<file path="src/hdl/fdh_pkg.sv">
// Shared types, constants and decision functions for the fan duty hysteresis controller.
package fdh_pkg;

  localparam int unsigned IN_W   = 40;
  localparam int unsigned OUT_W  = 48;
  localparam int unsigned USER_W = 2;

  // Speed = SPEED_NUM / tach count, one quotient bit per cycle.
  localparam int unsigned SPEED_W = 22;
  localparam logic [SPEED_W-1:0] SPEED_NUM = 22'd2156220;
  localparam int unsigned STEP_W = 5;
  localparam logic [STEP_W-1:0] LAST_STEP = 5'(SPEED_W - 1);

  // Sequencer steps that carry the duty decision alongside the division.
  localparam logic [STEP_W-1:0] STEP_MEAS   = 5'd0;
  localparam logic [STEP_W-1:0] STEP_TARGET = 5'd1;
  localparam logic [STEP_W-1:0] STEP_WRITE  = 5'd2;

  // floor(y / 100) for y <= 25500 as (y * RECIP_100) >> 19.
  localparam logic [12:0] RECIP_100 = 13'd5243;

  localparam logic [7:0] NO_DUTY = 8'hFF;

  localparam int unsigned NUM_STEPS = 7;
  localparam logic [6:0] DUTY_STEPS [NUM_STEPS] = '{
    7'd0, 7'd16, 7'd30, 7'd40, 7'd65, 7'd90, 7'd100
  };

  // Temperature thresholds of the ladder.
  localparam logic [7:0] T_UP_65   = 8'd85;
  localparam logic [7:0] T_UP_40   = 8'd75;
  localparam logic [7:0] T_UP_30   = 8'd65;
  localparam logic [7:0] T_UP_17   = 8'd55;
  localparam logic [7:0] T_OFF     = 8'd50;
  localparam logic [7:0] T_DOWN_17 = 8'd60;
  localparam logic [7:0] T_DOWN_30 = 8'd70;
  localparam logic [7:0] T_DOWN_40 = 8'd80;
  localparam logic [7:0] T_DOWN_65 = 8'd85;

  localparam logic [6:0] D_17 = 7'd17;
  localparam logic [6:0] D_30 = 7'd30;
  localparam logic [6:0] D_40 = 7'd40;
  localparam logic [6:0] D_65 = 7'd65;

  typedef enum logic [2:0] {
    S_IDLE = 3'b001,
    S_RUN  = 3'b010,
    S_HOLD = 3'b100
  } state_t;

  // Snap to the first duty step within +-1; the zero step needs an exact zero.
  function automatic logic [6:0] snap_duty(input logic [6:0] d);
    logic [6:0] res;
    logic       hit;
    logic [7:0] s8;
    res = d;
    hit = 1'b0;
    for (int i = 0; i < NUM_STEPS; i++) begin
      s8 = {1'b0, DUTY_STEPS[i]};
      if (!hit) begin
        if (DUTY_STEPS[i] == 7'd0) begin
          if (d == 7'd0) begin
            res = 7'd0;
            hit = 1'b1;
          end
        end else if ((({1'b0, d} + 8'd1) >= s8) && ({1'b0, d} <= (s8 + 8'd1))) begin
          res = DUTY_STEPS[i];
          hit = 1'b1;
        end
      end
    end
    return res;
  endfunction

  // Hysteresis ladder on the hotter temperature; NO_DUTY when no target.
  function automatic logic [7:0] ladder(input logic [7:0] temp, input logic [6:0] duty);
    logic [7:0] res;
    if (temp >= T_UP_65 && duty < D_65) res = {1'b0, D_65};
    else if (temp >= T_UP_40 && duty < D_40) res = {1'b0, D_40};
    else if (temp >= T_UP_30 && duty < D_30) res = {1'b0, D_30};
    else if (temp >= T_UP_17 && duty < D_17) res = {1'b0, D_17};
    else if (temp <= T_OFF) res = 8'd0;
    else if (temp <= T_DOWN_17 && duty >= D_17) res = {1'b0, D_17};
    else if (temp <= T_DOWN_30 && duty >= D_30) res = {1'b0, D_30};
    else if (temp <= T_DOWN_40 && duty >= D_40) res = {1'b0, D_40};
    else if (temp <= T_DOWN_65 && duty >= D_65) res = {1'b0, D_65};
    else res = NO_DUTY;
    return res;
  endfunction

endpackage

</file>
<file path="src/hdl/fan_duty_hysteresis_controller.sv">
// Fan duty hysteresis controller: duty/speed report, target ladder and write decision.
// Sequencing: each poll runs through the division steps, then the result is loaded into
//   the output register; the load waits while that register is still full.
// Pace: set by the bit-serial speed divider (one quotient bit per cycle over 22 bits);
//   one poll is in work at a time.
// Reset (rst_n low, synchronous): auto_enable is set, no duty counts as written,
//   the sequencer idles and the output register empties.
module fan_duty_hysteresis_controller (
  input  logic                       clk,
  input  logic                       rst_n,
  // cpu_deg[7:0], gpu_deg[15:8], duty_reg[23:16], rpm_high_byte[31:24],
  // rpm_low_byte[39:32]
  input  logic [fdh_pkg::IN_W-1:0]   in_tdata,
  input  logic                       in_tvalid,
  output logic                       in_tready,
  // measured_duty[6:0], fan_speed[28:7], target_duty[35:29], write_value[43:36],
  // zero fill [47:44]
  output logic [fdh_pkg::OUT_W-1:0]  out_tdata,
  // target_valid[0], write_strobe[1]
  output logic [fdh_pkg::USER_W-1:0] out_tuser,
  output logic                       out_tvalid,
  input  logic                       out_tready,
  input  logic                       cfg_wen,
  input  logic                       cfg_wdata
);
  import fdh_pkg::*;

  // Control state
  state_t              state_r, state_nxt;
  logic [STEP_W-1:0]   step_r, step_nxt;
  logic                auto_en_r, auto_en_nxt;
  logic [7:0]          last_duty_r, last_duty_nxt;
  logic                out_valid_r, out_valid_nxt;

  // Poll payload and divider shift registers
  logic [7:0]          temp_r, temp_nxt;
  logic [7:0]          raw_r, raw_nxt;
  logic [15:0]         div_r, div_nxt;
  logic [15:0]         rem_r, rem_nxt;
  logic [SPEED_W-1:0]  quo_r, quo_nxt;

  // Duty decision results
  logic [6:0]          meas_r, meas_nxt;
  logic                tgt_ok_r, tgt_ok_nxt;
  logic [6:0]          tgt_r, tgt_nxt;
  logic                strobe_r, strobe_nxt;
  logic [7:0]          wval_r, wval_nxt;

  logic [OUT_W-1:0]    out_data_r, out_data_nxt;
  logic [USER_W-1:0]   out_user_r, out_user_nxt;

  // Working signals
  logic                in_xfer, out_free;
  logic [16:0]         trial;
  logic                ge;
  logic [14:0]         raw_x100, meas_sum;
  logic [6:0]          snapped, tgt_full, diff;
  logic [7:0]          ladder_out, adj;
  logic [14:0]         tgt_x255;
  logic [27:0]         wval_prod;
  logic [SPEED_W-1:0]  speed;

  assign in_tready  = (state_r == S_IDLE);
  assign in_xfer    = in_tvalid && in_tready;
  assign out_free   = !out_valid_r || out_tready;
  assign out_tvalid = out_valid_r;
  assign out_tdata  = out_data_r;
  assign out_tuser  = out_user_r;

  // Restoring division step: bring the next dividend bit into the remainder.
  assign trial = {rem_r, quo_r[SPEED_W-1]};
  assign ge    = (trial >= {1'b0, div_r});

  // floor(raw*100/255): raw*100 by shifts, then the exact /255 reciprocal form.
  assign raw_x100 = ({7'd0, raw_r} << 6) + ({7'd0, raw_r} << 5) + ({7'd0, raw_r} << 2);
  assign meas_sum = raw_x100 + 15'd1 + (raw_x100 >> 8);

  // Target and half-step adjustment, taken from the registered measured duty.
  assign snapped    = snap_duty(meas_r);
  assign ladder_out = ladder(temp_r, snapped);
  assign diff       = ladder_out[6:0] - meas_r;
  assign adj        = {1'b0, snapped} + {2'b0, diff[6:1]};

  always_comb begin
    tgt_full = ladder_out[6:0];
    if ((ladder_out != NO_DUTY) && (ladder_out[6:0] > meas_r)) begin
      if ({2'b0, ladder_out[6:0]} > ({1'b0, adj} + 9'd2)) begin
        tgt_full = adj[6:0];
      end
    end
  end

  // floor(t*255/100): t*255 by shift and subtract, then the /100 reciprocal.
  assign tgt_x255  = ({8'd0, tgt_r} << 8) - {8'd0, tgt_r};
  assign wval_prod = {13'd0, tgt_x255} * {15'd0, RECIP_100};

  // Zero tach count reports zero speed.
  assign speed = (div_r == 16'd0) ? '0 : quo_r;

  always_comb begin
    state_nxt     = state_r;
    step_nxt      = step_r;
    auto_en_nxt   = auto_en_r;
    last_duty_nxt = last_duty_r;
    out_valid_nxt = out_valid_r;
    temp_nxt      = temp_r;
    raw_nxt       = raw_r;
    div_nxt       = div_r;
    rem_nxt       = rem_r;
    quo_nxt       = quo_r;
    meas_nxt      = meas_r;
    tgt_ok_nxt    = tgt_ok_r;
    tgt_nxt       = tgt_r;
    strobe_nxt    = strobe_r;
    wval_nxt      = wval_r;
    out_data_nxt  = out_data_r;
    out_user_nxt  = out_user_r;

    if (cfg_wen) begin
      auto_en_nxt = cfg_wdata;
    end

    // Drop the result once the consumer takes it.
    if (out_valid_r && out_tready) begin
      out_valid_nxt = 1'b0;
    end

    case (state_r)
      S_IDLE: begin
        if (in_xfer) begin
          temp_nxt  = (in_tdata[7:0] > in_tdata[15:8]) ? in_tdata[7:0] : in_tdata[15:8];
          raw_nxt   = in_tdata[23:16];
          div_nxt   = {in_tdata[31:24], in_tdata[39:32]};
          rem_nxt   = '0;
          quo_nxt   = SPEED_NUM;
          step_nxt  = '0;
          state_nxt = S_RUN;
        end
      end
      S_RUN: begin
        // Advance the divider one quotient bit.
        rem_nxt = ge ? 16'(trial - {1'b0, div_r}) : trial[15:0];
        quo_nxt = {quo_r[SPEED_W-2:0], ge};

        case (step_r)
          STEP_MEAS: begin
            meas_nxt = meas_sum[14:8];
          end
          STEP_TARGET: begin
            tgt_ok_nxt = (ladder_out != NO_DUTY);
            tgt_nxt    = (ladder_out != NO_DUTY) ? tgt_full : 7'd0;
          end
          STEP_WRITE: begin
            strobe_nxt = 1'b0;
            wval_nxt   = '0;
            if (tgt_ok_r && auto_en_r &&
                (({1'b0, tgt_r} != last_duty_r) || (tgt_r == 7'd0 && meas_r != 7'd0))) begin
              strobe_nxt    = 1'b1;
              wval_nxt      = wval_prod[26:19];
              last_duty_nxt = {1'b0, tgt_r};
            end
          end
          default: begin
          end
        endcase

        step_nxt = step_r + 5'd1;
        if (step_r == LAST_STEP) begin
          state_nxt = S_HOLD;
        end
      end
      S_HOLD: begin
        // Hold the result until the output register is free.
        if (out_free) begin
          out_valid_nxt = 1'b1;
          out_data_nxt  = {4'd0, wval_r, tgt_r, speed, meas_r};
          out_user_nxt  = {strobe_r, tgt_ok_r};
          state_nxt     = S_IDLE;
        end
      end
      default: begin
        state_nxt = S_IDLE;
      end
    endcase
  end

  always_ff @(posedge clk) begin
    if (!rst_n) begin
      state_r     <= S_IDLE;
      step_r      <= '0;
      auto_en_r   <= 1'b1;
      last_duty_r <= NO_DUTY;
      out_valid_r <= 1'b0;
    end else begin
      state_r     <= state_nxt;
      step_r      <= step_nxt;
      auto_en_r   <= auto_en_nxt;
      last_duty_r <= last_duty_nxt;
      out_valid_r <= out_valid_nxt;
    end
  end

  always_ff @(posedge clk) begin
    temp_r     <= temp_nxt;
    raw_r      <= raw_nxt;
    div_r      <= div_nxt;
    rem_r      <= rem_nxt;
    quo_r      <= quo_nxt;
    meas_r     <= meas_nxt;
    tgt_ok_r   <= tgt_ok_nxt;
    tgt_r      <= tgt_nxt;
    strobe_r   <= strobe_nxt;
    wval_r     <= wval_nxt;
    out_data_r <= out_data_nxt;
    out_user_r <= out_user_nxt;
  end

`ifndef SYNTH
  // A write request only comes with a valid target.
  a_strobe_needs_target: assert property (@(posedge clk) disable iff (!rst_n)
    out_tvalid |-> (!out_tuser[1] || out_tuser[0]))
    else $error("write strobe without a target");

  // Without a write request the write value is zero.
  a_idle_write_zero: assert property (@(posedge clk) disable iff (!rst_n)
    (out_tvalid && !out_tuser[1]) |-> (out_tdata[43:36] == 8'd0))
    else $error("write value set without a strobe");

  // Percent fields stay within range.
  a_percent_range: assert property (@(posedge clk) disable iff (!rst_n)
    out_tvalid |-> ((out_tdata[6:0] <= 7'd100) && (out_tdata[35:29] <= 7'd100)))
    else $error("percent field out of range");

  // The written-duty record only changes together with a strobe decision.
  a_last_duty_update: assert property (@(posedge clk) disable iff (!rst_n)
    (last_duty_r != $past(last_duty_r) && $past(rst_n)) |-> strobe_r)
    else $error("last written duty changed without a strobe");
`endif

endmodule

</file>
<file path="config.mk">
export PLATFORM = sky130hd
export DESIGN_NAME = fan_duty_hysteresis_controller
export DESIGN_NICKNAME = d
export VERILOG_FILES = /design/src/hdl/fdh_pkg.sv /design/src/hdl/fan_duty_hysteresis_controller.sv
export SDC_FILE = /design/constraint.sdc
export NUM_CORES = 1
export LEC_CHECK = 0
export BUFFER_PORTS_ARGS = -buffer_cell sky130_fd_sc_hd__buf_2
export CORE_ASPECT_RATIO = 1.75
export CORE_MARGIN = 2
export CORE_UTILIZATION = 35
export DETAILED_ROUTE_END_ITERATION = 12
export SLEW_MARGIN = 20
export SYNTH_ARGS = -nofsm -noshare
export SYNTH_HDL_FRONTEND = slang
export SYNTH_SLANG_ARGS = --single-unit
export TNS_END_PERCENT = 50
</file>
<file path="constraint.sdc">
create_clock -name clk -period 16.3 [get_ports clk]
set_input_delay 1.63 -clock clk [delete_from_list [all_inputs] [get_ports clk]]
set_output_delay 1.63 -clock clk [all_outputs]
set_load 0.01 [all_outputs]
</file>
* Word-level counts from Yosys, hierarchy flattened *
Cells that the tools add are included.

cells by class
  add/sub/neg operators = 11
  multiply operators = 1
  order comparisons = 33
  equality and inequality tests = 11
  muxes and demuxes = 51
  reduce and logical (&&, ||, !) cells = 37

operator list
  operator                  count
  $mux W7                   15
  $mux W8                   10
  $ge A8 B7 Y1 const B      6
  $pmux W22 S2              1
  $mux W16                  2
  $pmux W16 S2              1
  $mul A15 B13 Y27 const B  1
  $le A8 B7 Y1 const B      3
  $mux W22                  1
  $le A7 B7 Y1 const B      3
  $logic_and A1 B1 Y1       20
  $ge A17 B16 Y1            1
  $ge A8 B5 Y1 const B      2
  $ge A8 B6 Y1 const B      2
  $le A8 B6 Y1 const B      2
  $logic_not A16 Y1         1
  $sub A16 B16 Y16          1
  $add A14 B13 Y15          1
  $add A15 B1 Y15 const B   1
  $add A15 B10 Y15          1
  $add A15 B7 Y15           1
  $mux W1                   15
  $sub A15 B7 Y15           1
  $ge A7 B5 Y1 const B      2
  37 further kinds          50

word-level totals
  bits in registers = 158
  bits of input ports = 46
  output and inout port bits = 52
  logic and storage cells = 162

* Logic depth before layout (Yosys ltp) *
Gate-level depths: netlist of run 1.

  depth in word-level cells = 32
  gate-level depth with buffers = 35
  gate-level depth less buffers = 34

* Worst setup path before layout of run 1 *
Ideal clock, no wire load.

  path kind = reg2reg
  from = register meas_r[0]
  to = register tgt_r[3] (data pin)
  setup time = 0.190 ns
  arrival = 6.916 ns
  required time = 16.110 ns
  setup slack = 9.194 ns
  cell stages (with the launch flop) = 31
  path buffers = 1
  period minus slack after synthesis = 7.106 ns
  cells stage by stage = edfxtp_1 -> buf_2 -> inv_1 -> ha_1 -> and3b_1 -> and4_1 -> a31oi_1 -> o21ai_0 -> o311a_1 -> o311ai_1 -> o21ai_2 -> a211o_1 -> nor2b_1 -> ha_1 -> fa_1 -> xnor2_1 -> ha_1 -> a21o_1 -> a21oi_1 -> o21ai_0 -> a21o_1 -> xor2_1 -> nand3_1 -> xnor2_1 -> ha_1 -> o21ai_0 -> a21oi_1 -> o32ai_1 -> a311oi_2 -> nor3_1 -> a2111oi_2

between the ends
  word-level cells in the longest chain between the ends = 32
  elaborated cells on any way between the ends = 78
  classes of those cells = add/sub: 4; order compare: 22; eq/ne: 1; mux: 35; reduce/logical: 16

RTL lines
  element                   line                                   source
  start: declaration        fan_duty_hysteresis_controller.sv:43   logic [6:0] meas_r, meas_nxt;
  start signal: assignment  fan_duty_hysteresis_controller.sv:209  meas_r <= meas_nxt;
  $add A7 B1 Y8             fdh_pkg.sv:66                          end else if ((({1'b0, d} + 8'd1) >= s8) && ({1'b0, d} <= (s8 + 8'd1))) begin
  $ge A8 B5 Y1              fdh_pkg.sv:66
  $logic_and A1 B1 Y1       fdh_pkg.sv:66
  $mux W7                   fdh_pkg.sv:66
  $mux W7                   fdh_pkg.sv:60                          if (!hit) begin
  $mux W7                   fdh_pkg.sv:66
  $mux W7                   fdh_pkg.sv:60
  $mux W7                   fdh_pkg.sv:66
  (+16 left out)            --
  $mux W8                   fdh_pkg.sv:79                          else if (temp >= T_UP_40 && duty < D_40) res = {1'b0, D_40};
  $mux W8                   fdh_pkg.sv:78                          if (temp >= T_UP_65 && duty < D_65) res = {1'b0, D_65};
  $sub A7 B7 Y7             fan_duty_hysteresis_controller.sv:81   assign diff = ladder_out[6:0] - meas_r;
  $add A7 B6 Y8             fan_duty_hysteresis_controller.sv:82   assign adj = {1'b0, snapped} + {2'b0, diff[6:1]};
  $add A8 B2 Y9             fan_duty_hysteresis_controller.sv:87   if ({2'b0, ladder_out[6:0]} > ({1'b0, adj} + 9'd2)) begin
  $gt A7 B9 Y1              fan_duty_hysteresis_controller.sv:87
  $mux W7                   fan_duty_hysteresis_controller.sv:87
  $mux W7                   fan_duty_hysteresis_controller.sv:86   if ((ladder_out != NO_DUTY) && (ladder_out[6:0] > meas_r)) begin
  end signal: assignment    fan_duty_hysteresis_controller.sv:211  tgt_r <= tgt_nxt;
  end: declaration          fan_duty_hysteresis_controller.sv:45   logic [6:0] tgt_r, tgt_nxt;

Parallel ways exist; a longest one is shown, timed or not.
A chain may end at the register's enable or synchronous reset.

* Worst setup path after layout of run 1 *
  from = register meas_r[1]
  to = register tgt_r[3] (data pin)

Same word-level chain as after synthesis.

==> run summary, run 1 <==
Mapped Avg Cell Area: 10.4 sq um
top-area cell type share of the netlist area: 0.319
WL/cell: 16.8 microns
Max-Cap Viols: 0
Synth cell types: 86
Synth area leader: edfxtp_1
die height: 261 microns
fin crit period: 8.49 ns
GRT busiest layer: met2
Leak: 0.00642 uW
fin crit share: 0.521
Clock transition at path regs: 0.07 ns
initial cell density of the core: 0.352
CTS tree: yes
met2 Resource Use GR: 0.332
Worst path max stage delay: 0.69 ns
status: complete, no violations
Req. time, crit path: 16.55 ns
P&R area growth vs syn: 11.4%
number of global-route vias before repair: 9,938
Final Max Slew Viols: 0
fill count: 3,770
met1 Use GR: 0.158
power density cells: 80.3 mW/mm^2
Tot GR Track Use: 0.167
Async SR Flop Fraction: 0
drt total wl: 30,900 microns
final non-filler cell total: 1,839
crit path capture type: flop
Max IR drop VDD: 0.0844 mV
Final Skew: 0.00975 ns
drt drc: 0
Syn Std Cell Area: 0.0132 sq mm
CTS buffer count: 17
sequential fraction of the synthesis area: 0.347
post-DP HPWL: 25,400 microns
CP startpoint kind: flop
RSZ-0062 raised after global routing: false
CTS max path bufs: 2
final setup violation count: 0
Vias: 9,255
hold_buf cts: 0
Post-synth EDFFs: 140
ys flop type: edfxtp_1
most common cell in the synthesized netlist: inv_1
TNS Setup: 0 ns
post_cts resized: 0
clock root cell: clkbuf_16
router iterations before antenna repair: 4
Synth top cells by count: inv_1 (183), ha_1 (171), edfxtp_1 (140)
synthesized flop and latch total: 158
global routing met3 resource utilization: 0.0266
Worst Path Max Fanout: 16
fin nets: 1,638
maximum number of pins on one net before global-route repair: 39
core area: 0.0374 sq mm
gp weighted congestion: 0.936
critical path arrival: 8.74 ns
# H-tree levels: 4
total die area: 0.0392 sq mm
DR iter-0 viols: 395
Max-slew headroom: 0.326
GR Overflow Total: 0
Fin. Hold Viols: 0
FMAX: 118 MHz
die width: 151 microns
Top Ports: 98
Via density: 5.03
clock sink total: 158
Post-CTS Setup Inserts: 0
placed instance count: 1,807
Synth Instances: 1,262
clk_lat worst skew: 0.45 ns
main area contributors after synthesis: edfxtp_1 (32%), ha_1 (16%), fa_1 (11%)
# port buffers: 93
Worst Max-Slew Pin Slew: 1.01 ns
WS Path Type: reg -> reg
share of layout cells above drive strength 1: 0.122
initial antenna violation count: 3
global-route wire length before repair: 50,200 microns
Final ANT Viol Nets: 0
CP max stage cell: edfxtp_1
num rows: 94
hold crit path type: reg -> reg
YS warnings: 0
==> critical path: cells and delay by family, from the launching register on <==
family | cells | cell delay [ns]
XOR/XNOR | 2 | 0.51
AND/OR/NAND/NOR | 8 | 1.42
adder cells (fa/ha/maj) | 4 | 1.28
flip-flops | 1 | 0.69
buffers and inverters | 1 | 0.27
AO/OA/AOI/OAI | 15 | 4.10
==> per-layer routing <==
metal,up-vias,part of all wire
met3,73,0.025
met5,-,0.00068
met2,137,0.58
li1,4564,-
met4,4,0.053
met1,4477,0.34
==> path summary, 6_finish.rpt <==
check / from / endpoint / slack, ns / depth (start not counted)
worst max-delay path: meas_r[1]$_DFFE_PP_ / tgt_r[3]$_SDFFCE_PP0P_ / 7.81 / 30
worst max register to register: meas_r[1]$_DFFE_PP_ / tgt_r[3]$_SDFFCE_PP0P_ / 7.81 / 30
worst min register to register: strobe_r$_DFFE_PP_ / out_tuser[1]$_DFFE_PP_ / 0.42 / 0
worst min-delay path: strobe_r$_DFFE_PP_ / out_tuser[1]$_DFFE_PP_ / 0.42 / 0
==> state kept, by name (all words and copies together), names as in the netlist <==
name         flops
tgt_ok_r         1
quo_r           22
out_tvalid       1
out_tuser        2
strobe_r         1
wval_r           8
div_r           16
step_r           5
temp_r           8
out_tdata       44
tgt_r            7
rem_r           16
auto_en_r        1
meas_r           7
last_duty_r      8
state_r          3
raw_r            8
==> power by group <==
group / switching [uW] / internal, uW / leakage, uW
logic: 176 / 134 / 0.00471
registers: 13.9 / 461 / 0.00145
clock network: 179 / 212 / 0.000268
==> layout make-up <==
class / count / area (sq um) / area share
multi-input cells: 885 / 7730 / 0.528
flip-flops and latches: 158 / 4560 / 0.311
inverters: 186 / 698 / 0.0476
well taps: 480 / 601 / 0.0410
repair buffers: 98 / 503 / 0.0343
clock buffers: 17 / 425 / 0.0290
clock inverters: 14 / 133 / 0.00905
diodes: 1 / 2.50 / 0.000171
==> logic make-up after synthesis <==
family                     Yosys count  synth area share
AOI/OAI and AO/OA                  216             0.112
xor gates and xnor gates            60            0.0399
muxes                               27            0.0212
adders and majority gates          246             0.277
buffers and inverters              222            0.0679
and+or+nand+nor                    332             0.135
DFF                                158             0.347
other                                1          0.000285
==> through the flow <==
step           setup slack (ns)  hold WS [ns]  power, uW  area (sq um)  utilization
2_1_floorplan              9.19         0.400        722         13200            -
3_3_place_gp               8.15         0.407        791         14100        0.377
3_5_place_dp               7.95         0.407        795         14100        0.377
4_1_cts                    7.92         0.423       1190         14700        0.392
5_1_grt                    7.07         0.437       1250         14700        0.392
6_report                   7.81         0.420       1180         14700        0.392
==> cell usage in the layout, fill, tap and decap left out, types with 5 or more instances in the layout <==
master,count
inv_1,183
ha_1,171
edfxtp_1,140
buf_2,93
fa_1,75
nor2_1,72
a21oi_1,61
nand2_1,53
o21ai_0,47
xnor2_1,44
and2_1,35
nand3_1,26
nand2b_1,26
and3_1,24
mux2i_1,20
nor3_1,18
dfxtp_1,18
nand4_1,17
clkbuf_16,17
xor2_1,16
nor2b_1,16
a21o_1,15
o21a_1,12
nor4_1,10
o21bai_1,7
a31oi_1,7
mux2_2,7
a211oi_1,6
inv_6,5
buf_4,5
Note: power is estimated with default switching activity, not from simulation.
==> inputs of run 2 (changes only) <==
ABC_AREA = 1   (was default)
clock period = 8.7 ns   (was 16.3 ns; I/O delays follow)
==> run 2 against run 1 <==
Clock power increased by 92%. Worst setup slack lost 6.6 ns. Area after synthesis decreased by 1.4%. Highest routed layer unchanged. Die area decreased by 1.3%. Clock skew about the same. Non-clock buffer count grew 1. Final cell count increased by 8.9%. Wire length is 1.6% lower. Sequential cell count unchanged.
==> run summary, run 2 <==
RSZ-0062 raised after global routing: false
Worst Path Buf+Inv: 6 (+5)
biggest regs: out_tdata x44, quo_r x22
most common cell after layout, fill and taps aside: inv_1
most flop-heavy register: out_tdata
core area: 0.0367 sq mm (-2.0%)
clock sink total: 158 (unchanged)
Tot GR Track Use: 0.163 (-0.00447)
die width: 150 microns (-0.66%)
CTS max path bufs: 2 (unchanged)
Switching Fraction: 0.359 (+0.0449)
Final Max Slew Viols: 0 (unchanged)
Internal: 1550 uW (+92%)
GR Overflow Total: 0 (unchanged)
final setup violation count: 0 (unchanged)
P&R area growth vs syn: 12.6%
number of global-route vias before repair: 10,100 (+1.7%)
gp weighted congestion: 0.943 (+0.77%)
most common cell in the synthesized netlist: inv_1
initial antenna violation count: 1 (-2)
Clk pwr share: 0.310 (-0.023)
total die area: 0.0387 sq mm (-1.3%)
Top Ports: 98 (unchanged)
hold_buf cts: 0 (unchanged)
post_cts resized: 0 (unchanged)
Leak: 0.00698 uW (+8.7%)
Syn Std Cell Area: 0.0130 sq mm (-1.4%)
WS Path Type: reg -> reg
hold crit path type: reg -> reg
max reg flops: 44 (unchanged)
num rows: 93 (-1.1%)
Mapped Avg Cell Area: 9.19 sq um (-12%)
post-DP HPWL: 24,900 microns (-2.1%)
R2R setup slack: 1.20 ns (-6.61 ns)
dpl cell area: 0.0140 sq mm (-0.55%)
Vias: 9,793 (+5.8%)
Ant. Diodes: 0 (-1)
Clock transition at path regs: 0.07 ns (about the same)
fill count: 3,642 (-3.4%)
clk_lat worst skew: 0.46 ns (about the same)
global-route wire length before repair: 48,800 microns (-2.7%)
Post-synth EDFFs: 140 (unchanged)
YS warnings: 0 (unchanged)
combinational share of power: 0.316 (+0.053)
drt drc: 0 (unchanged)
maximum number of pins on one net before global-route repair: 42 (+7.7%)
Seq pwr share: 0.374 (-0.030)
CP max stage cell: edfxtp_1
CTS buffer count: 17 (unchanged)
Max-slew headroom: 0.339 (+0.0135)
Worst Path Max Fanout: 10 (-6)
DR iter-0 viols: 451 (+14%)
Synth cell types: 51 (-41%)
WL/cell: 15.2 microns (-9.6%)
# H-tree levels: 4 (unchanged)
FMAX: 133 MHz (+13%)
Synth area leader: edfxtp_1
synthesized flop and latch total: 158 (unchanged)
Async SR Flop Fraction: 0 (unchanged)
Worst path max stage delay: 0.56 ns (-0.13 ns)
Req. time, crit path: 8.91 ns (-7.64 ns)
initial cell density of the core: 0.354 (+0.00232)
# port buffers: 93 (unchanged)
share of layout cells above drive strength 1: 0.115 (-0.00690)
CP startpoint kind: flop
fin crit share: 0.862 (+0.341)
main area contributors after synthesis: edfxtp_1 (32%), ha_1 (16%), fa_1 (12%)
Final Skew: 0.0100 ns (+0.000281 ns)
Via density: 4.89 (-2.8%)
most frequent cells in the layout: inv_1 (297), nand2_1 (172), ha_1 (171)
CTS tree: yes
Final ANT Viol Nets: 0 (unchanged)
status: complete, no violations
CP top delay family: simple AND/OR/NAND/NOR gates
Max-Cap Viols: 0 (unchanged)
Worst Max-Slew Pin Slew: 0.981 ns (-0.0285 ns)
Synth top cells by count: inv_1 (297), nand2_1 (172), ha_1 (171)
TNS Setup: 0 ns (unchanged)
drt total wl: 30,400 microns (-1.6%)
post-route cell area: 0.0146 sq mm (-0.32%)
critical path arrival: 7.71 ns (-1.03 ns)
top-area cell type share of the netlist area: 0.324 (+0.00437)
die height: 259 microns (-0.67%)
Synth Instances: 1,413 (+12%)
Fin. Hold Viols: 0 (unchanged)
ys flop type: edfxtp_1
clock root cell: clkbuf_16
fin crit period: 7.50 ns (-0.991 ns)
sequential fraction of the synthesis area: 0.352 (+0.00475)
CP most frequent cell: nand2_1
fin nets: 1,806 (+10%)
Net Sw Power: 866 uW (+130%)
Post-CTS Setup Inserts: 0 (unchanged)
router iterations before antenna repair: 5 (+1)
power density cells: 165 mW/mm^2 (+110%)
Max IR drop VDD: 0.153 mV (+81%)
crit path capture type: flop
-- run 2: cell count changes after synthesis, moves of 24 or more --
cell,delta
and2_1,-35
nand2b_1,-26
nand2_1,+119
nor2_1,+46
and3_1,-24
a21oi_1,+46
xnor2_1,-26
inv_1,+114
-- run 2: power by group through the flow --
stage	logic (uW)	registers, uW	clock network (uW)
CTS	769	903	775
global route	880	908	797
detailed placement	764	920	0
global placement	746	920	0
floorplan	591	912	0
finish	763	903	750
-- run 2: cells by family after synthesis --
kind of cell    Yosys count  share of synthesized area
simple gates            406                      0.140
compound gates          229                     0.0997
buf+inv                 324                     0.0951
flops                   158                      0.352
other cells               1                   0.000289
xor+xnor                 49                     0.0331
fa+ha+maj               246                      0.280
-- run 2: final timing paths --
check                           from                      end  cells after the start
max              meas_r[1]$_DFFE_PP_   tgt_r[1]$_SDFFCE_PP0P_                     44
min          wval_r[0]$_SDFFCE_PN0P_  out_tdata[36]$_DFFE_PP_                      0
max reg2reg      meas_r[1]$_DFFE_PP_   tgt_r[1]$_SDFFCE_PP0P_                     44
min reg2reg  wval_r[0]$_SDFFCE_PN0P_  out_tdata[36]$_DFFE_PP_                      0
-- run 2: metrics by stage --
stage | hold WS, ns | util | instances | worst slack (ns) | total power, uW
global placement | 0.409 | 0.383 | 1970 | 1.41 | 1670
global route | 0.427 | 0.399 | 2002 | 0.515 | 2590
finish | 0.422 | 0.399 | 2002 | 1.20 | 2420
CTS | 0.426 | 0.399 | 2002 | 1.29 | 2450
detailed placement | 0.408 | 0.383 | 1970 | 1.31 | 1680
floorplan | 0.400 | - | 1416 | 2.61 | 1500
-- run 2: cell type report --
type | instances | area [sq um] | area share
multi-input cells | 934 | 7210 | 0.493
inverters | 304 | 1140 | 0.0781
flip-flops and latches | 158 | 4560 | 0.312
clock buffers | 17 | 425 | 0.0291
well taps | 475 | 594 | 0.0407
clock inverters | 15 | 166 | 0.0114
repair buffers | 99 | 510 | 0.0349
-- run 2: layer usage --
metal,global-route usage,wire length (microns)
met5,0,12
met4,0.0884,1400
met3,0.0245,841
met2,0.327,17600
met1,0.152,10600
==> inputs of run 3 (changes only) <==
ABC_AREA = default   (was 1)
PLACE_DENSITY = 0.59   (was default)
==> run 3 against run 2 <==
Global-route usage is 0.44 points higher. Largest cell class unchanged. Critical path depth down 13. Worst hold slack better by 0.0018 ns. Combinational power decreased by 22%. Worst setup slack got worse by 0.43 ns. Clock-buffer cell count unchanged. Maximum frequency decreased by 5.4%. Wire length rose by 2.7%. Register-to-register slack got worse by 0.43 ns. Highest routed layer unchanged. Design area rose by 1.2%.
==> run summary, run 3 (synthesis results as in run 1) <==
Worst Max-Slew Pin Slew: 1.05 ns (+0.0697 ns)
most frequent cells in the layout: inv_1 (183), ha_1 (170), edfxtp_1 (140)
FF-to-FF path depth: 31 (-30%)
Clk pwr share: 0.334 (+0.024)
most flop-heavy register: out_tdata
max reg flops: 44 (unchanged)
Max-Cap Viols: 0 (unchanged)
fin crit period: 7.93 ns (+0.432 ns)
fin nets: 1,649 (-8.7%)
Req. time, crit path: 8.95 ns (+0.04 ns)
Top Ports: 98 (unchanged)
Met3 Wirelength: 738 microns (-12%)
Internal: 1510 uW (-2.7%)
initial antenna violation count: 1 (unchanged)
num rows: 94 (+1.1%)
critical path arrival: 8.18 ns (+0.47 ns)
Fin. Hold Viols: 0 (unchanged)
crit path capture type: flop
multi-input gate area in the final layout: 0.00775 sq mm (+7.5%)
die height: 261 microns (+0.67%)
clock root cell: clkbuf_16
met2 WL: 18,400 microns (+4.6%)
biggest regs: out_tdata x44, quo_r x22
post-DP HPWL: 25,500 microns (+2.6%)
most common cell after layout, fill and taps aside: inv_1
Final Skew: 0.0141 ns (+0.00406 ns)
router iterations before antenna repair: 5 (unchanged)
Worst Path Max Fanout: 13 (+3)
CTS buffer count: 17 (unchanged)
CP max stage cell: edfxtp_1
drt total wl: 31,200 microns (+2.7%)
Final Max Slew Viols: 0 (unchanged)
clk_lat worst skew: 0.45 ns (about the same)
Switching Fraction: 0.324 (-0.0347)
Vias: 9,404 (-4.0%)
final setup violation count: 0 (unchanged)
Ant. Diodes: 0 (unchanged)
Via density: 5.08 (+3.9%)
initial cell density of the core: 0.352 (-0.00232)
TNS Setup: 0 ns (unchanged)
WHS Path Cells: 0 (unchanged)
WS Path Type: reg -> reg
Leak: 0.00650 uW (-6.8%)
Net Sw Power: 722 uW (-17%)
number of global-route vias before repair: 10,100 (-0.15%)
clock sink total: 158 (unchanged)
Tot GR Track Use: 0.167 (+0.00435)
fill count: 3,717 (+2.1%)
Worst path max stage delay: 0.58 ns (+0.02 ns)
GR Overflow Total: 0 (unchanged)
P&R area growth vs syn: 12.4%
CTS tree: yes
met1 WL: 10,700 microns (+1.2%)
CP startpoint kind: flop
Highest Signal Layer: met5
# port buffers: 93 (unchanged)
CTS max path bufs: 2 (unchanged)
global-route wire length before repair: 50,600 microns (+3.7%)
die width: 151 microns (+0.67%)
combinational share of power: 0.267 (-0.049)
power density cells: 151 mW/mm^2 (-8.8%)
drt drc: 0 (unchanged)
Seq pwr share: 0.399 (+0.025)
DR iter-0 viols: 360 (-20%)
gp weighted congestion: 0.894 (-5.2%)
status: complete, no violations
fin crit share: 0.912 (+0.0496)
Clock transition at path regs: 0.07 ns (about the same)
Max IR drop VDD: 0.122 mV (-20%)
FMAX: 126 MHz (-5.4%)
share of layout cells above drive strength 1: 0.131 (+0.0168)
Max-slew headroom: 0.290 (-0.0487)
RSZ-0062 raised after global routing: false
maximum number of pins on one net before global-route repair: 39 (-7.1%)
hold crit path type: reg -> reg
Final ANT Viol Nets: 0 (unchanged)
core area: 0.0374 sq mm (+2.0%)
total die area: 0.0392 sq mm (+1.3%)
storage element area: 0.00456 sq mm (unchanged)
# H-tree levels: 4 (unchanged)
Hold Slack: 0.424 ns (+0.00176 ns)
WL/cell: 16.9 microns (+11%)
hold_buf cts: 0 (unchanged)
[run 3: changes by cell type in the layout (fill, tap and decap cells not counted), sizes merged, moves of 16 or more]
cell / change
nand2: -137
nand2b: +26
nor2: -53
inv: -114
mux2i: +20
a21oi: -45
nand3: -27
nor2b: +17
o21ai: -16
and2: +35
and3: +25
xnor2: +26
[run 3: metal layers]
layer,up-vias,global-route usage
met2,157,0.337
met4,2,0.0794
met3,64,0.0247
li1,4578,-
met5,-,0
met1,4603,0.160
[run 3: repair_timing]
action / 4_1_cts / 5_1_grt
endpoints found under the setup margin: 0 / 7
gates resized for setup: 0 / 3
setup buffers: 0 / 5
[run 3: area by class of cell]
type / count / area share
multi-input combinational: 885 / 0.524
tap: 480 / 0.0406
timing repair buffer: 109 / 0.0396
clock inverter: 15 / 0.0112
sequential: 158 / 0.309
clock buffer: 17 / 0.0288
inverter: 186 / 0.0472
[run 3: worst paths after layout]
kind | from | to | slack [ns]
worst max register to register | meas_r[0]$_DFFE_PP_ | tgt_r[3]$_SDFFCE_PP0P_ | 0.77
worst min register to register | wval_r[5]$_SDFFCE_PN0P_ | out_tdata[41]$_DFFE_PP_ | 0.42
worst max-delay path | meas_r[0]$_DFFE_PP_ | tgt_r[3]$_SDFFCE_PP0P_ | 0.77
worst min-delay path | wval_r[5]$_SDFFCE_PN0P_ | out_tdata[41]$_DFFE_PP_ | 0.42
[run 3: power by group through the flow]
stage	Clock (uW)	Sequential, uW	Combinational [uW]
2_1_floorplan	0	894	459
3_3_place_gp	0	907	582
3_5_place_dp	0	907	594
4_1_cts	770	890	598
5_1_grt	792	894	673
6_report	745	890	596
[run 3: critical path: cells and delay by family, from the launching register on]
| family | cells | cell delay [ns] |
|---|---|---|
| AO/OA/AOI/OAI | 14 | 3.49 |
| adder cells (fa/ha/maj) | 4 | 1.29 |
| flip-flops | 1 | 0.58 |
| XOR/XNOR | 3 | 0.67 |
| AND/OR/NAND/NOR | 8 | 1.30 |
| buffers and inverters | 2 | 0.38 |
[run 3: metrics by stage]
stage | setup WS [ns] | std cells | power (uW) | instance area (sq um) | utilization
finish | 0.769 | 1850 | 2230 | 14800 | 0.396
global route | 0.00356 | 1850 | 2360 | 14800 | 0.396
CTS | 0.534 | 1845 | 2260 | 14700 | 0.394
detailed placement | 0.608 | 1813 | 1500 | 14200 | 0.378
global placement | 0.804 | 1813 | 1490 | 14100 | 0.378
floorplan | 1.59 | 1265 | 1350 | 13200 | -
